**config.mk**
```make
export PLATFORM = sky130hd
export DESIGN_NAME = pulse_transmitter_mode_controller
export DESIGN_NICKNAME = d
export VERILOG_FILES = /design/src/rtl/core/ptmc_pkg.sv /design/src/rtl/core/ptmc_key_fsm.sv /design/src/rtl/core/ptmc_pulse_timer.sv /design/src/rtl/core/pulse_transmitter_mode_controller.sv
export VERILOG_INCLUDE_DIRS = /design/src /design/src/rtl/core
export SDC_FILE = /design/constraint.sdc
export NUM_CORES = 1
export LEC_CHECK = 0
export BUFFER_PORTS_ARGS = -buffer_cell sky130_fd_sc_hd__buf_4
export CORE_MARGIN = 5
export CORE_UTILIZATION = 55
export CTS_CLUSTER_DIAMETER = 30
export DETAILED_ROUTE_END_ITERATION = 16
export GPL_TIMING_DRIVEN = 0
export PLACE_DENSITY = 0.8
export SYNTH_ARGS = -nofsm -noshare
export SYNTH_HDL_FRONTEND = slang
export SYNTH_SLANG_ARGS = --single-unit
export TNS_END_PERCENT = 50
```
**constraint.sdc**
```tcl
create_clock -name clk -period 3.45 [get_ports clk]
set_clock_uncertainty 0.2 [all_clocks]
set_input_delay 0.1725 -clock clk [delete_from_list [all_inputs] [get_ports clk]]
set_output_delay 0.1725 -clock clk [all_outputs]
set_load 0.01 [all_outputs]
```
**src/rtl/core/assert_macros.svh**
```systemverilog
// assertion helpers, sampled on clk and held off while rst_n is low
`ifndef ASSERT_MACROS_SVH
`define ASSERT_MACROS_SVH

// expression holds at every edge
`define ASSERT_ALWAYS(label, expr, msg) \
    label: assert property (@(posedge clk) disable iff (!rst_n) (expr)) else $error(msg);

// antecedent at one edge implies consequent at the next edge
`define ASSERT_NEXT(label, ante, cons, msg) \
    label: assert property (@(posedge clk) disable iff (!rst_n) (ante) |=> (cons)) \
        else $error(msg);

`endif

```
**src/rtl/core/ptmc_pkg.sv**
```systemverilog
package ptmc_pkg;

    typedef enum logic [1:0] {
        MODE_POWER = 2'd0,
        MODE_FREQ  = 2'd1,
        MODE_ALARM = 2'd2,
        MODE_ERROR = 2'd3
    } mode_t;

    localparam logic OP_TICK = 1'b0;
    localparam logic OP_KEY  = 1'b1;

    localparam logic [1:0] KEY_NONE = 2'd0;
    localparam logic [1:0] KEY_A    = 2'd1;
    localparam logic [1:0] KEY_B    = 2'd2;
    localparam logic [1:0] KEY_AB   = 2'd3;

    localparam logic [1:0] PRESS_SHORT = 2'd0;
    localparam logic [1:0] PRESS_LONG  = 2'd1;
    localparam logic [1:0] PRESS_VLONG = 2'd2;

    localparam logic [1:0] FREQ_ONE = 2'd1;
    localparam logic [1:0] FREQ_TWO = 2'd2;

    localparam logic [1:0] PERIOD_LEVEL1 = 2'd0;
    localparam logic [1:0] PERIOD_LEVEL2 = 2'd1;
    localparam logic [1:0] PERIOD_CODE   = 2'd2;

    localparam logic [2:0] STEP_START    = 3'd0;
    localparam logic [2:0] STEP_BURST    = 3'd1;
    localparam logic [2:0] STEP_STOP_ARM = 3'd2;
    localparam logic [2:0] STEP_STOP     = 3'd3;
    localparam logic [2:0] STEP_CODE_ARM = 3'd4;
    localparam logic [2:0] STEP_CODE     = 3'd5;

    localparam int         POWER_LEVELS = 32;
    localparam logic [5:0] LEVEL_MAX    = 6'(POWER_LEVELS);

    localparam logic [15:0] L1_ON    = 16'd30;
    localparam logic [15:0] L1_OFF   = 16'd314;
    localparam logic [15:0] L1_CHECK = 16'd200;
    localparam logic [15:0] L1_BURST = 16'd1887;
    localparam logic [15:0] L2_ON    = 16'd46;
    localparam logic [15:0] L2_OFF   = 16'd476;
    localparam logic [15:0] L2_CHECK = 16'd300;
    localparam logic [15:0] L2_BURST = 16'd2899;
    localparam logic [15:0] STOP_TICKS = 16'd330;
    localparam logic [15:0] CODE_TICKS = 16'd66;

    localparam logic [7:0] DRIVE_TABLE [32] = '{
        8'h00, 8'h80, 8'h01, 8'h81, 8'h04, 8'h03, 8'h05, 8'h85,
        8'h08, 8'h88, 8'h10, 8'h90, 8'h11, 8'h91, 8'h14, 8'h8d,
        8'h20, 8'ha0, 8'h18, 8'ha1, 8'h40, 8'hc0, 8'h25, 8'hc1,
        8'h44, 8'hc4, 8'h45, 8'ha9, 8'h31, 8'h31, 8'h31, 8'h31
    };

    typedef struct packed {
        logic       operation;
        logic [1:0] key;
        logic [1:0] press;
        logic       protect_level;
    } ptmc_in_t;

    typedef struct packed {
        logic       signal_switch;
        logic [1:0] mode;
        logic [5:0] power_level;
        logic [7:0] drive_code;
        logic [1:0] freq_level;
        logic [1:0] period_select;
        logic       sending;
    } ptmc_out_t;

    typedef struct packed {
        mode_t       mode;
        logic [5:0]  level;
        logic [1:0]  freq_sel;
        logic [1:0]  freq_active;
        logic        enable;
        logic        send_request;
        logic [2:0]  send_step;
        logic        code_timing;
        logic        safe;
        logic [15:0] tick_count;
        logic        switch_on;
    } ptmc_state_t;

    localparam ptmc_state_t STATE_RESET = '{
        mode:         MODE_POWER,
        level:        6'd1,
        freq_sel:     FREQ_ONE,
        freq_active:  FREQ_ONE,
        enable:       1'b1,
        send_request: 1'b0,
        send_step:    STEP_START,
        code_timing:  1'b0,
        safe:         1'b1,
        tick_count:   16'd0,
        switch_on:    1'b0
    };

    function automatic logic [7:0] drive_lookup(input logic [5:0] level);
        logic [5:0] idx;
        logic [7:0] code;
        idx = level - 6'd1;
        if (level == 6'd0)
        begin
            code = 8'h00;
        end
        else if (idx > 6'd31)
        begin
            code = DRIVE_TABLE[31];
        end
        else
        begin
            code = DRIVE_TABLE[idx[4:0]];
        end
        return code;
    endfunction

endpackage

```
**src/rtl/core/ptmc_key_fsm.sv**
```systemverilog
module ptmc_key_fsm
    import ptmc_pkg::*;
(
    input  ptmc_state_t cur,
    input  logic [1:0]  key,
    input  logic [1:0]  press,
    output ptmc_state_t nxt
);

    logic short_a;
    logic short_b;

    assign short_a = (key == KEY_A) && (press == PRESS_SHORT);
    assign short_b = (key == KEY_B) && (press == PRESS_SHORT);

    always_comb
    begin
        nxt = cur;
        case (cur.mode)
            MODE_POWER:
            begin
                if (key == KEY_AB)
                begin
                    if (press == PRESS_LONG)
                    begin
                        nxt.mode = MODE_ALARM;
                    end
                    else if (press == PRESS_VLONG)
                    begin
                        nxt.mode = MODE_FREQ;
                    end
                end
                else if (short_a)
                begin
                    if (cur.level < LEVEL_MAX)
                    begin
                        nxt.enable = 1'b1;
                        nxt.level  = cur.level + 6'd1;
                    end
                end
                else if (short_b)
                begin
                    if (cur.level != 6'd0)
                    begin
                        nxt.level = cur.level - 6'd1;
                        if (cur.level == 6'd1)
                        begin
                            nxt.enable = 1'b0;
                        end
                    end
                end
            end
            MODE_FREQ:
            begin
                if (short_a)
                begin
                    nxt.freq_sel = (cur.freq_sel == FREQ_ONE) ? FREQ_TWO : FREQ_ONE;
                end
                else if (short_b)
                begin
                    nxt.mode = MODE_POWER;
                end
            end
            MODE_ALARM:
            begin
                if (short_a)
                begin
                    nxt.send_request = 1'b1;
                end
                else if (short_b)
                begin
                    nxt.mode = MODE_POWER;
                end
            end
            default:
            begin
                nxt = cur;
            end
        endcase
    end

endmodule

```
**src/rtl/core/ptmc_pulse_timer.sv**
```systemverilog
module ptmc_pulse_timer
    import ptmc_pkg::*;
(
    input  ptmc_state_t cur,
    input  logic        protect_level,
    output ptmc_state_t nxt
);

    logic [15:0] on_pos;
    logic [15:0] off_pos;
    logic [15:0] check_pos;
    logic [15:0] burst_len;
    logic [15:0] cnt;
    logic [1:0]  active;

    assign active = (cur.tick_count == 16'd0) ? cur.freq_sel : cur.freq_active;

    always_comb
    begin
        on_pos    = '0;
        off_pos   = '0;
        check_pos = '0;
        burst_len = '0;
        if (!cur.code_timing)
        begin
            if (active == FREQ_ONE)
            begin
                on_pos    = L1_ON;
                off_pos   = L1_OFF;
                check_pos = L1_CHECK;
                burst_len = L1_BURST;
            end
            else
            begin
                on_pos    = L2_ON;
                off_pos   = L2_OFF;
                check_pos = L2_CHECK;
                burst_len = L2_BURST;
            end
        end
    end

    always_comb
    begin
        nxt = cur;
        nxt.freq_active = active;
        cnt = cur.tick_count;
        if (!cur.enable)
        begin
            nxt.switch_on  = 1'b0;
            nxt.tick_count = '0;
        end
        else if (cur.mode != MODE_ALARM)
        begin
            // free-running pulse train
            cnt = cur.tick_count + 16'd1;
            if (cnt == on_pos)
            begin
                nxt.switch_on = 1'b0;
            end
            if (cnt == off_pos)
            begin
                cnt = '0;
                nxt.switch_on = 1'b1;
            end
            if (cnt == check_pos)
            begin
                nxt.safe = protect_level;
            end
            nxt.tick_count = cnt;
        end
        else if (!cur.send_request)
        begin
            nxt.switch_on  = 1'b0;
            nxt.tick_count = '0;
            nxt.send_step  = STEP_START;
        end
        else
        begin
            // alarm send sequence
            case (cur.send_step)
                STEP_START, STEP_BURST:
                begin
                    if (cur.send_step == STEP_START)
                    begin
                        nxt.switch_on = 1'b1;
                        nxt.send_step = STEP_BURST;
                    end
                    if (cnt == burst_len)
                    begin
                        cnt = '0;
                        nxt.switch_on   = 1'b0;
                        nxt.send_step   = STEP_STOP_ARM;
                        nxt.code_timing = 1'b1;
                    end
                end
                STEP_STOP_ARM:
                begin
                    nxt.switch_on = 1'b0;
                    nxt.send_step = STEP_STOP;
                    cnt = '0;
                end
                STEP_STOP:
                begin
                    if (cnt == STOP_TICKS)
                    begin
                        nxt.send_step = STEP_CODE_ARM;
                    end
                end
                STEP_CODE_ARM:
                begin
                    nxt.switch_on = 1'b1;
                    nxt.send_step = STEP_CODE;
                    cnt = '0;
                end
                STEP_CODE:
                begin
                    if (cnt == CODE_TICKS)
                    begin
                        cnt = '0;
                        nxt.switch_on    = 1'b0;
                        nxt.send_request = 1'b0;
                        nxt.send_step    = STEP_START;
                        nxt.code_timing  = 1'b0;
                    end
                end
                default:
                begin
                    cnt = cur.tick_count;
                end
            endcase
            nxt.tick_count = cnt + 16'd1;
        end
    end

endmodule

```
**src/rtl/core/pulse_transmitter_mode_controller.sv**
```systemverilog
// channel   direction  payload     handshake
// cmd       in         ptmc_in_t   cmd_valid / cmd_ready
// rsp       out        ptmc_out_t  rsp_valid / rsp_ready
//
// one beat per cycle sustained while rsp_ready holds; an accepted cmd beat is held in the cmd
// register, passes the step logic and is loaded into the rsp register, which raises rsp_valid
// reset puts the controller in power set mode at level one, switch off
// a stalled rsp holds the step; once the cmd register is full cmd_ready drops
// a cmd beat is still taken in the cycle the rsp register drains
`include "assert_macros.svh"

module pulse_transmitter_mode_controller
    import ptmc_pkg::*;
(
    input  logic      clk,
    input  logic      rst_n,
    input  logic      cmd_valid,
    output logic      cmd_ready,
    input  ptmc_in_t  cmd,
    output logic      rsp_valid,
    input  logic      rsp_ready,
    output ptmc_out_t rsp
);

    ptmc_in_t    cmd_reg;
    logic        cmd_valid_reg;
    ptmc_out_t   rsp_reg;
    ptmc_out_t   rsp_next;
    logic        rsp_valid_reg;
    ptmc_state_t state_reg;
    ptmc_state_t state_next;
    ptmc_state_t key_state;
    ptmc_state_t tick_state;
    ptmc_state_t stepped;
    logic        step_fire;

    assign step_fire = cmd_valid_reg && (!rsp_valid_reg || rsp_ready);
    assign cmd_ready = !cmd_valid_reg || step_fire;
    assign rsp_valid = rsp_valid_reg;
    assign rsp       = rsp_reg;

    ptmc_key_fsm u_key_fsm (
        .cur   (state_reg),
        .key   (cmd_reg.key),
        .press (cmd_reg.press),
        .nxt   (key_state)
    );

    ptmc_pulse_timer u_pulse_timer (
        .cur           (state_reg),
        .protect_level (cmd_reg.protect_level),
        .nxt           (tick_state)
    );

    always_comb
    begin
        stepped    = (cmd_reg.operation == OP_KEY) ? key_state : tick_state;
        state_next = stepped;
        if (!stepped.safe)
        begin
            state_next.mode = MODE_ERROR;
        end
        else if (stepped.mode == MODE_ERROR)
        begin
            state_next.mode = MODE_POWER;
        end

        rsp_next.signal_switch = state_next.switch_on;
        rsp_next.mode          = state_next.mode;
        rsp_next.power_level   = state_next.level;
        rsp_next.drive_code    = drive_lookup(state_next.level);
        rsp_next.freq_level    = state_next.freq_sel;
        if (state_next.code_timing)
        begin
            rsp_next.period_select = PERIOD_CODE;
        end
        else if (state_next.freq_active == FREQ_ONE)
        begin
            rsp_next.period_select = PERIOD_LEVEL1;
        end
        else
        begin
            rsp_next.period_select = PERIOD_LEVEL2;
        end
        rsp_next.sending = state_next.send_request;
    end

    always_ff @(posedge clk or negedge rst_n)
    begin
        if (!rst_n)
        begin
            cmd_valid_reg <= 1'b0;
            rsp_valid_reg <= 1'b0;
            state_reg     <= STATE_RESET;
        end
        else
        begin
            if (cmd_ready)
            begin
                cmd_valid_reg <= cmd_valid;
            end
            if (step_fire)
            begin
                rsp_valid_reg <= 1'b1;
                state_reg     <= state_next;
            end
            else if (rsp_ready)
            begin
                rsp_valid_reg <= 1'b0;
            end
        end
    end

    always_ff @(posedge clk)
    begin
        if (cmd_valid && cmd_ready)
        begin
            cmd_reg <= cmd;
        end
        if (step_fire)
        begin
            rsp_reg <= rsp_next;
        end
    end

    `ASSERT_ALWAYS(a_error_tracks_safe,
        (state_reg.mode == MODE_ERROR) == !state_reg.safe,
        "error mode out of step with protect fault")
    `ASSERT_ALWAYS(a_code_needs_send,
        !state_reg.code_timing || state_reg.send_request,
        "code timing without a pending send")
    `ASSERT_ALWAYS(a_zero_level_code,
        !rsp_valid_reg || (rsp_reg.power_level != 6'd0) || (rsp_reg.drive_code == 8'h00),
        "nonzero drive code at level zero")
    `ASSERT_NEXT(a_step_shows, step_fire, rsp_valid_reg, "step result not presented")

endmodule

```
# --- After elaboration in Yosys (flattened, before gate mapping) ---
# Memories as Yosys holds them, arrays and structs flattened.
# Index checks and enable logic that the tools add are counted.
totals:
  elab_cells: 166
  latchBits: 0
  n_memories: 1
  romBits: 256
  ramBits: 0
  register_bits: 66
op_classes:
  n_div: 0
  order_cmp: 3
  n_reduce_logical: 25
  add_sub_neg: 5
  mul: 0
  eq_ne: 29
  mux: 74
  n_shift: 0
  bitwise: 4
mem_list:
  columns: ["name", "words", "width", "read_ports", "rd_ports_with_merged_regs", "wr", "line", "rtl"]
  rows:
  - ["(name not given)", 32, 8, 1, 0, 0, "ptmc_pkg.sv:116", "code = DRIVE_TABLE[idx[4:0]];"]
ops:
  columns: ["operator", "count"]
  rows:
  - ["$mux W16", 12]
  - ["$eq A16 B16 Y1", 4]
  - ["$mux W6", 9]
  - ["$mux W17", 3]
  - ["$pmux W16 S3", 1]
  - ["$mux W36", 1]
  - ["$add A16 B1 Y16 const B", 2]
  - ["$mux W8", 3]
  - ["$mux W1", 22]
  - ["$mux W2", 11]
  - ["$eq A16 B7 Y1 const B", 1]
  - ["$eq A16 B9 Y1 const B", 1]
  - ["$logic_not A16 Y1", 1]
  - ["$reduce_and A8 Y1", 2]
  - ["$pmux W3 S5", 1]
  - ["$eq A2 B1 Y1 const B", 6]
  - ["$mux W12", 1]
  - ["$sub A6 B1 Y6 const B", 2]
  - ["$eq A2 B2 Y1 const B", 5]
  - ["$mux W5", 2]
  - ["$mux W3", 3]
  - ["$mux W9", 1]
  - ["$reduce_bool A2 Y1", 4]
  - ["$reduce_or A2 Y1", 4]
  - ["26 further kinds", 38]

# --- Depth between registers and ports, before layout ---
# Gate-level depths: netlist of the first run.
depth:
  ltp_word: 22
  ltp_mapped: 15
  depth_no_buf: 15

# --- Cells and area by module ---
# A second synthesis of the first run with hierarchy kept.
hier_totals:
  hier_cells: 634
  hier_area_um2: 5796.8
modules_own_cells:
  columns: ["mod", "area_per_inst_um2", "seq_area_each_um2", "n_inst", "cells_each"]
  rows:
  - ["pulse_transmitter_mode_controller", 3269.4, 1798.0, 1, 274]
  - ["ptmc_pulse_timer", 1759.2, 0.0, 1, 257]
  - ["ptmc_key_fsm", 768.2, 0.0, 1, 103]

# --- Worst setup path after synthesis of the first run ---
# OpenSTA, ideal clock, no wires.
synth_timing:
  kind: "register to register"
  start: "register cmd_reg[4] (netlist bit)"
  end: "register rsp_reg (netlist bit rsp[5]), data pin"
  stages_incl_launch_ff: 13
  slack_ns: -0.386
  path_buffers: 1
  arrival_ns: 3.351
  setup_ns: 0.285
  synth_period_minus_slack_ns: 3.836
  path_cell_list: "edfxtp_1 > or4b_2 > clkbuf_1 > nor2_1 > o21ai_0 > xnor2_1 > inv_1 > ha_1 > and3_1 > xor2_1 > nor2_1 > o21ai_0 > a41oi_1"
synth_lines:
  columns: ["item", "line", "rtl"]
  rows:
  - ["start, declared", "pulse_transmitter_mode_controller.sv:25", "ptmc_in_t cmd_reg;"]
  - ["start signal, assigned", "pulse_transmitter_mode_controller.sv:118", "cmd_reg <= cmd;"]
  - ["end signal, assigned", "pulse_transmitter_mode_controller.sv:122", "rsp_reg <= rsp_next;"]
  - ["end, declared", "pulse_transmitter_mode_controller.sv:27", "ptmc_out_t rsp_reg;"]

# --- Worst setup path after layout of the first run ---
layout_timing:
  start: "register state_reg[2] (netlist bit)"
  end: "register state_reg[8] (netlist bit)"
layout_via:
  elab_chain_cells: 15
  word_cells_on_any_way: 24
  cone_classes: "add/sub: 2; eq/ne: 4; mux: 17; reduce/logical: 1"
layout_rtl:
  columns: ["item", "line", "rtl"]
  rows:
  - ["start, declared", "pulse_transmitter_mode_controller.sv:30", "ptmc_state_t state_reg;"]
  - ["start signal, assigned", "pulse_transmitter_mode_controller.sv:105", "state_reg <= state_next;"]
  - ["$logic_not A16 Y1", "ptmc_pulse_timer.sv:16", "assign active = (cur.tick_count == 16'd0) ? cur.freq_sel : cur.freq_active;"]
  - ["$mux W2", "ptmc_pulse_timer.sv:16", null]
  - ["$eq A2 B1 Y1", "ptmc_pulse_timer.sv:26", "if (active == FREQ_ONE)"]
  - ["$mux W12", "ptmc_pulse_timer.sv:26", null]
  - ["$mux W16", "ptmc_pulse_timer.sv:24", "if (!cur.code_timing)"]
  - ["$eq A16 B16 Y1", "ptmc_pulse_timer.sv:89", "if (cnt == burst_len)"]
  - ["$mux W16", "ptmc_pulse_timer.sv:89", null]
  - ["$pmux W16 S3", "ptmc_pulse_timer.sv:81", "case (cur.send_step)"]
  - ["$mux W16", "ptmc_pulse_timer.sv:72", "else if (!cur.send_request)"]
  - ["$mux W16", "ptmc_pulse_timer.sv:53", "else if (cur.mode != MODE_ALARM)"]
  - ["$mux W16", "ptmc_pulse_timer.sv:48", "if (!cur.enable)"]
  - ["$add A16 B1 Y16", "ptmc_pulse_timer.sv:132", "nxt.tick_count = cnt + 16'd1;"]
  - ["$mux W17", "ptmc_pulse_timer.sv:72", null]
  - ["$mux W17 (*)", "ptmc_pulse_timer.sv:53", null]
  - ["$mux W17 (*)", "ptmc_pulse_timer.sv:48", null]
# Every way passes the cells marked *; elsewhere a longest branch is shown, timed or not. The select of a mux whose other input is x is not followed.
# A chain may end at the register's enable or synchronous reset.

==> summary.txt, run 1 <==
Synthesis
  • Async set-reset flop share out of synthesis: 0.576
  • Cell count after synthesis: 566
  • Syn_nets: 595
  • Area contributors post-synth: edfxtp_1 (17%), dfrtp_1 (17%), o21ai_0 (5.4%), nand2_1 (5.0%), ha_1 (4.8%)
  • Synth Area per Inst: 8.67 um^2
  • Number of synthesized register bits: 66
  • Main synth FF type: dfrtp_1
  • Synth warnings: 0
  • EDFF count, synth: 28
  • Synthesized cell area: 4910 um^2
  • Synth top area share: 0.171
  • Netlist cell types: 79
  • Post-synth top area cell: edfxtp_1
  • Fraction of the yosys area taken by sequential cells: 0.366

STA
  • Fmax: between 200 and 300 MHz
  • Setup WS post-layout: -0.315 ns
  • Slew at the pin with the worst max-slew slack: between 0.8 and 0.9 ns
  • Finish-stage setup viols: 20
  • Final number of max-transition violations: 0
  • Hold slack: about 0.13 ns
  • Final Hold Viols: 0
  • Rel. slew slack: 0.398
  • RSZ-0062 raised after global routing: true
  • Final Cycle Share: 1.09
  • Setup TNS Final: -3.91 ns
  • Minimum clock period: 3.76 ns

Clocking
  • Maximum clock insertion buffer count: 2
  • Reg clk slew, reported paths: roughly 0.08 ns
  • H-tree depth: 3
  • CTS buffer count: 9
  • Clk_lat worst skew: 0.36 ns
  • Clk sinks: 66
  • Clock root cell: clkbuf_8
  • CTS tree: built

Global route
  • Overflow after GRT: 0
  • First-pass GRT wire length: 23000 um
  • Pin count of the biggest net entering global routing: 39
  • Initial antenna violation count: 0
  • Number of global-route vias before repair: between 4k and 5k
  • Gr usage total: 0.254

Finish
  • Final core utilization: 0.747
  • Synth-to-Final Area Change: 32.7%
  • Final #Nets: 693
  • Fillers: 569
  • Layout cells sized above 1: 0.311
  • Antenna diode count: 0
  • Max FFs per register: 36

Worst hold path
  • Hold WC Path Type: input port to asynchronous set/reset pin

Drt
  • Via density per instance: 6.56
  • DR vias: 5098
  • Initial DRC count: 492
  • Final wirelength: 14800 um
  • # DRC: 0
  • Drt wl/cell: around 19 um
  • Antenna viol nets, final: 0
  • DRT Pass-1 Iters: 6

Critical path
  • Worst-path maximum fanout: 10
  • Crit. End Element: register
  • Crit start category: register
  • Crit path DAT: 3.80 ns
  • Worst R2R Path Depth: 14
  • Worst EP required: 3.48 ns
  • Setup CP Type: register to register

Place
  • Pre-CTS setup slack: -0.674 ns
  • Routability cong.: 0.922
  • Port bufs: 33
  • Detail Placement HPWL: 9440 um

Floorplan
  • Core area: 8720 um^2
  • Die area: 10900 um^2
  • Initial Util: 0.563
  • Die Y: 104 um
  • IO Count: 34
  • Horiz. Die Dim: 104 um
  • Rows: 34

Job
  • Maxcap violations: 0

Power
  • Leak Pwr: 2.50 nW
  • Pwr per Cell Area: 269 nW/um^2
  • Maximum VDD drop: roughly 200 uV
  • Total power: 1.75 mW

Status
  • Failing checks: negative setup slack
  • Outcome: finished with violations
## metal layers
metal  share of wire  track usage  routed length [um]  up-vias
met5               0            0                   0        -
met4           0.029       0.0981                 422        0
met3           0.084       0.0453                1240       52
met2            0.47        0.401                6950      307
met1            0.42        0.348                6190     2431
li1                -            -                   -     2308
## through the flow
step | cells | instance area [um^2]
2_1_floorplan | 566 | 5090
3_3_place_gp | 707 | 5470
3_5_place_dp | 707 | 5470
4_1_cts | 764 | 6230
5_1_grt | 777 | 6510
6_report | 777 | 6510
## report_power, final
part / leakage, nW / switching [mW] / total [mW] / internal (mW)
combinational: 1.67 / 0.155 / 0.265 / 0.110
clock: 0.0835 / 0.333 / 0.589 / 0.256
sequential: 0.747 / 0.0235 / 0.899 / 0.876
total: 2.50 / 0.512 / 1.75 / 1.24
## Yosys cell counts (17+ instances only)
cell type and instances:
xnor2_1 17, edfxtp_1 28, o21ai_0 53, inv_1 24, clkbuf_1 24, a21oi_1 23, nor2_1 35, dfrtp_1 33
nand2_1 65, ha_1 19, nand3_1 25
## path summary, 6_finish.rpt
| check | start | end | slack, ns |
|---|---|---|---|
| max in group asynchronous | rst_n | state_reg[24] | 2.54 |
| max | state_reg[2] | state_reg[8] | -0.31 |
| min in group clk | state_reg[26] | state_reg[26] | 0.29 |
| min | rst_n | state_reg[19] | 0.13 |
| min reg2reg | state_reg[26] | state_reg[26] | 0.29 |
| max reg2reg | state_reg[2] | state_reg[8] | -0.31 |
## final cells by class
cell class                      instances  area, um^2  share of cell area
Buffer                                 28         193              0.0296
Clock buffer                           10         128              0.0196
Clock inverter                          6        35.0             0.00538
Inverter                               25         116              0.0179
Multi-Input combinational cell        444        3370               0.518
Sequential cell                        66        1800               0.276
Tap cell                              108         135              0.0207
Timing Repair Buffer                   90         733               0.113
## critical path, stage by stage, from the launching register on
cell and delay [ns]:
dfrtp_1 0.42, clkbuf_8 0.16, buf_12 0.13, clkinv_8 0.04, ha_4 0.10, or3b_4 0.38, nor4_4 0.17, buf_4 0.19
mux2i_4 0.10, or4_1 0.42, a32o_2 0.27, o21ai_2 0.44, and2_1 0.34, o21ai_0 0.11, o2bb2ai_1 0.18
## timing repair
item                       in CTS  in global routing
setup buffers                  33                 14
cloned                          1                  0
gates resized for setup        56                 41
hold buffers                   10                  0
pin swaps                      17                 24
hold endpoints to repair       46                  0
setup endpoints to repair      35                 35
## cells by family (layout without fill, tap and decap cells)
kind of cell,count (synthesis),after routing,share of synthesized area
simple gates,226,226,0.244
xor+xnor,24,24,0.0428
buf+inv,56,159,0.0459
compound gates,162,162,0.224
fa+ha+maj,20,20,0.0505
mux,12,12,0.0268
flops,66,66,0.366
## cell usage in the layout (no fill, tap or decap), types with 4 or more instances in the layout
| cell type | instances |
|---|---|
| nand2_1 | 61 |
| a22oi_1 | 4 |
| a21oi_1 | 20 |
| buf_4 | 75 |
| edfxtp_1 | 28 |
| xnor2_1 | 12 |
| nand3_1 | 20 |
| o211ai_1 | 9 |
| inv_1 | 19 |
| and2_1 | 10 |
| ha_1 | 14 |
| clkbuf_1 | 14 |
| nor3_1 | 9 |
| and3_1 | 6 |
| dfstp_2 | 5 |
| mux2_2 | 5 |
| dlygate4sd3_1 | 10 |
| nand2b_1 | 10 |
| or4_4 | 4 |
| or2_2 | 5 |
| buf_6 | 5 |
| xor2_1 | 6 |
| or4b_4 | 4 |
| o21ai_1 | 11 |
| or3_1 | 4 |
| nor2_1 | 30 |
| dfrtp_1 | 33 |
| nand3b_1 | 4 |
| a21o_1 | 4 |
| nand4_1 | 13 |
| o21ai_0 | 40 |
| clkbuf_8 | 15 |
Power figures use the tool's default switching activity.
==> inputs of run 2 (changes only) <==
--- a/config.mk
+++ b/config.mk
@@ -6,13 +6,15 @@
 export SDC_FILE = /design/constraint.sdc
 export NUM_CORES = 1
 export LEC_CHECK = 0
+export ABC_AREA = 1
 export BUFFER_PORTS_ARGS = -buffer_cell sky130_fd_sc_hd__buf_4
 export CORE_MARGIN = 5
 export CORE_UTILIZATION = 55
 export CTS_CLUSTER_DIAMETER = 30
 export DETAILED_ROUTE_END_ITERATION = 16
 export GPL_TIMING_DRIVEN = 0
-export PLACE_DENSITY = 0.8
+export PLACE_DENSITY = 0.79
+export SKIP_CTS_REPAIR_TIMING = 1
 export SYNTH_ARGS = -nofsm -noshare
 export SYNTH_HDL_FRONTEND = slang
 export SYNTH_SLANG_ARGS = --single-unit
==> summary.txt, run 2 <==
Critical path
  • Max incr delay on CP: 0.43 ns (about the same)
  • Crit path top cell by count: nand2_1
  • Crit. End Element: register
  • Crit-path cells: nor2_1, nand2_2, inv_2, nand2_1, nand2_1, nand2_2, xor2_4, ha_4, inv_1, ha_1, clkbuf_4, nor2_2, a21oi_1, o211ai_1, nand3_1, nand2_1, inv_1
  • Crit start category: register
  • Crit path DAT: 3.22 ns (-0.58 ns)
  • Worst-path maximum fanout: 10 (unchanged)
  • Worst EP required: 3.36 ns (-0.12 ns)
  • Crit-path slowest cell: edfxtp_1
  • Setup CP Type: register to register

STA
  • Setup WS post-layout: 0.137 ns (+0.452 ns)
  • Rel. slew slack: 0.484 (+0.0862)
  • Final Hold Viols: 0 (unchanged)
  • Hold slack: 0.144 ns (+0.0130 ns)
  • Final Cycle Share: 0.960 (-0.131)
  • Finish-stage setup viols: 0 (-100%)
  • Fmax: 302 MHz (+14%)
  • Final number of max-transition violations: 0 (unchanged)
  • Slew at the pin with the worst max-slew slack: 0.774 ns (-0.122 ns)
  • Minimum clock period: 3.31 ns (-0.452 ns)
  • RSZ-0062 raised after global routing: true

Finish
  • Most frequent cells in the layout: nand2_1 (210), inv_1 (81), nor2_1 (63), o21ai_0 (52), buf_4 (47)
  • Max FFs per register: 36 (unchanged)
  • Synth-to-Final Area Change: 18.1%
  • Post-route cell area: 6130 um^2 (-5.9%)
  • Antenna diode count: 0 (unchanged)
  • Leading cell type in the layout, fill and taps excluded: nand2_1
  • Layout Cells excl Fill: 947 (+22%)
  • Final #Nets: 842 (+22%)
  • Final core utilization: 0.663 (-0.0835)
  • Layout cells sized above 1: 0.192 (-0.119)

Floorplan
  • Die Y: 107 um (+2.6%)
  • Rows: 35 (+2.9%)
  • Horiz. Die Dim: 107 um (+2.6%)
  • Die area: 11500 um^2 (+5.2%)
  • Core area: 9240 um^2 (+6.0%)
  • Initial Util: 0.562 (-0.00102)
  • IO Count: 34 (unchanged)

Synthesis
  • Main synth FF type: dfrtp_1
  • Post-synth top area cell: edfxtp_1
  • EDFF count, synth: 28 (unchanged)
  • Netlist cell types: 48 (-39%)
  • Fraction of the yosys area taken by sequential cells: 0.346 (-0.0200)
  • Area contributors post-synth: edfxtp_1 (16%), dfrtp_1 (16%), nand2_1 (16%), inv_1 (6.2%), o21ai_0 (5.2%)
  • Synth top area share: 0.162 (-0.00934)
  • Synth Area per Inst: 6.95 um^2 (-20%)
  • Post-synthesis mux area share: 0 (-0.0268)
  • Cell count after synthesis: 747 (+32%)
  • Simple logic cell fraction of the synthesized area: 0.344 (+0.100)
  • Largest family of logic cells by synthesized area: simple AND/OR/NAND/NOR gates
  • Post-synthesis compound-gate area fraction: 0.161 (-0.0626)
  • Number of synthesized register bits: 66 (unchanged)
  • Synth cell count leaders: nand2_1 (217), inv_1 (86), nor2_1 (70)
  • Syn_nets: 776 (+30%)
  • Post-synthesis xor/xnor area fraction: 0.0203 (-0.0226)
  • Async set-reset flop share out of synthesis: 0.576 (unchanged)
  • Count leader, synth: nand2_1
  • Synth warnings: 0 (unchanged)
  • Synth Area in Adders: 0.0458 (-0.00468)
  • Synthesized cell area: 5190 um^2 (+5.8%)

Clocking
  • CTS buffer count: 9 (unchanged)
  • H-tree depth: 3 (unchanged)
  • CTS tree: built
  • Clk_lat worst skew: 0.35 ns (about the same)
  • Clk sinks: 66 (unchanged)
  • Reg clk slew, reported paths: 0.08 ns (about the same)
  • Maximum clock insertion buffer count: 2 (unchanged)
  • Clock root cell: clkbuf_8

Status
  • Outcome: finished clean

Worst hold path
  • Hold WC Path Type: input port to asynchronous set/reset pin

Place
  • Detail Placement HPWL: 11600 um (+23%)
  • Post-DP Area: 5600 um^2 (+2.4%)
  • Placed instance count: 909 (+29%)
  • Port bufs: 33 (unchanged)
  • Routability cong.: 0.959 (+4.0%)
  • Pre-CTS setup slack: -0.347 ns (+0.327 ns)

Power
  • Internal power: 2.04 mW (+64%)
  • Clk network pwr share: 0.162 (-0.174)
  • Sw power: 1.67 mW (+230%)
  • Sw frac: 0.451 (+0.159)
  • Pwr per Cell Area: 605 nW/um^2 (+120%)
  • Leak Pwr: 2.78 nW (+11%)
  • Logic pwr share: 0.514 (+0.363)
  • Sequential Power Share: 0.323 (-0.190)
  • Maximum VDD drop: 461 uV (+130%)

Global route
  • First-pass GRT wire length: 24600 um (+6.9%)
  • Initial antenna violation count: 0 (unchanged)
  • Pin count of the biggest net entering global routing: 39 (unchanged)
  • Overflow after GRT: 0 (unchanged)
  • Gr usage total: 0.272 (+0.0178)
  • Number of global-route vias before repair: 4985 (+6.3%)

Drt
  • # DRC: 0 (unchanged)
  • Drt wl/cell: 16.7 um (-12%)
  • DRT Pass-1 Iters: 5 (-1)
  • DR vias: 5346 (+4.9%)
  • Final wirelength: 15800 um (+6.8%)
  • Via density per instance: 5.65 (-14%)
  • Antenna viol nets, final: 0 (unchanged)
  • Initial DRC count: 489 (-0.61%)

Job
  • Maxcap violations: 0 (unchanged)
## run 2: kinds of logic (layout without fill, tap and decap cells)
family	after synthesis	count (layout)
XOR/XNOR	12	12
AND/OR/NAND/NOR	402	402
adder cells (fa/ha/maj)	19	19
flip-flops	66	66
AO/OA/AOI/OAI	139	139
buffers and inverters	109	180
## run 2: power groups by stage
stage	sequential [mW]	combinational [mW]	clock, mW
finish	1.20	1.91	0.602
global route	1.23	2.11	0.652
CTS	1.19	1.78	0.609
detailed placement	1.21	1.77	0
global placement	1.20	1.70	0
floorplan	1.23	1.21	0
## run 2: routing by layer
layer	up-vias	global-route usage	part of all wire	wire (um)
met2	193	0.460	0.49	7680
met1	2514	0.351	0.42	6700
li1	2598	-	-	-
met3	41	0.0415	0.056	893
met4	0	0.103	0.034	544
met5	-	0	0	0
## run 2: worst max-delay path: cells and delay by family (launching register included)
kind | cells | cell delay [ns]
compound gates | 2 | 0.24
xor+xnor | 1 | 0.24
fa+ha+maj | 2 | 0.49
buf+inv | 4 | 0.48
flops | 1 | 0.43
simple gates | 8 | 1.02
## run 2: final cells by class
type	count	area, um^2
Tap cell	129	161
Buffer	16	86.3
Sequential cell	66	1800
Clock buffer	12	145
Timing Repair Buffer	55	438
Fill cell	820	3110
Clock inverter	4	20.0
Inverter	93	352
Multi-Input combinational cell	572	3120
## run 2: final timing paths
path                                from       endpoint  slack (ns)  depth (start not counted)
max reg2reg                   cmd_reg[2]         rsp[5]        0.14                         17
min in group clk           state_reg[24]  state_reg[24]        0.30                          2
min                                rst_n  state_reg[34]        0.14                          2
max                           cmd_reg[2]         rsp[5]        0.14                         17
min reg2reg                state_reg[24]  state_reg[24]        0.30                          2
max in group asynchronous          rst_n  state_reg[11]        2.49                          2
## run 2: metrics by stage
step                TNS [ns]  total power [mW]
finish                     0              3.71
global route          -0.232              3.99
floorplan                  0              2.45
detailed placement     -1.67              2.98
CTS                    -1.90              3.58
global placement      -0.750              2.90
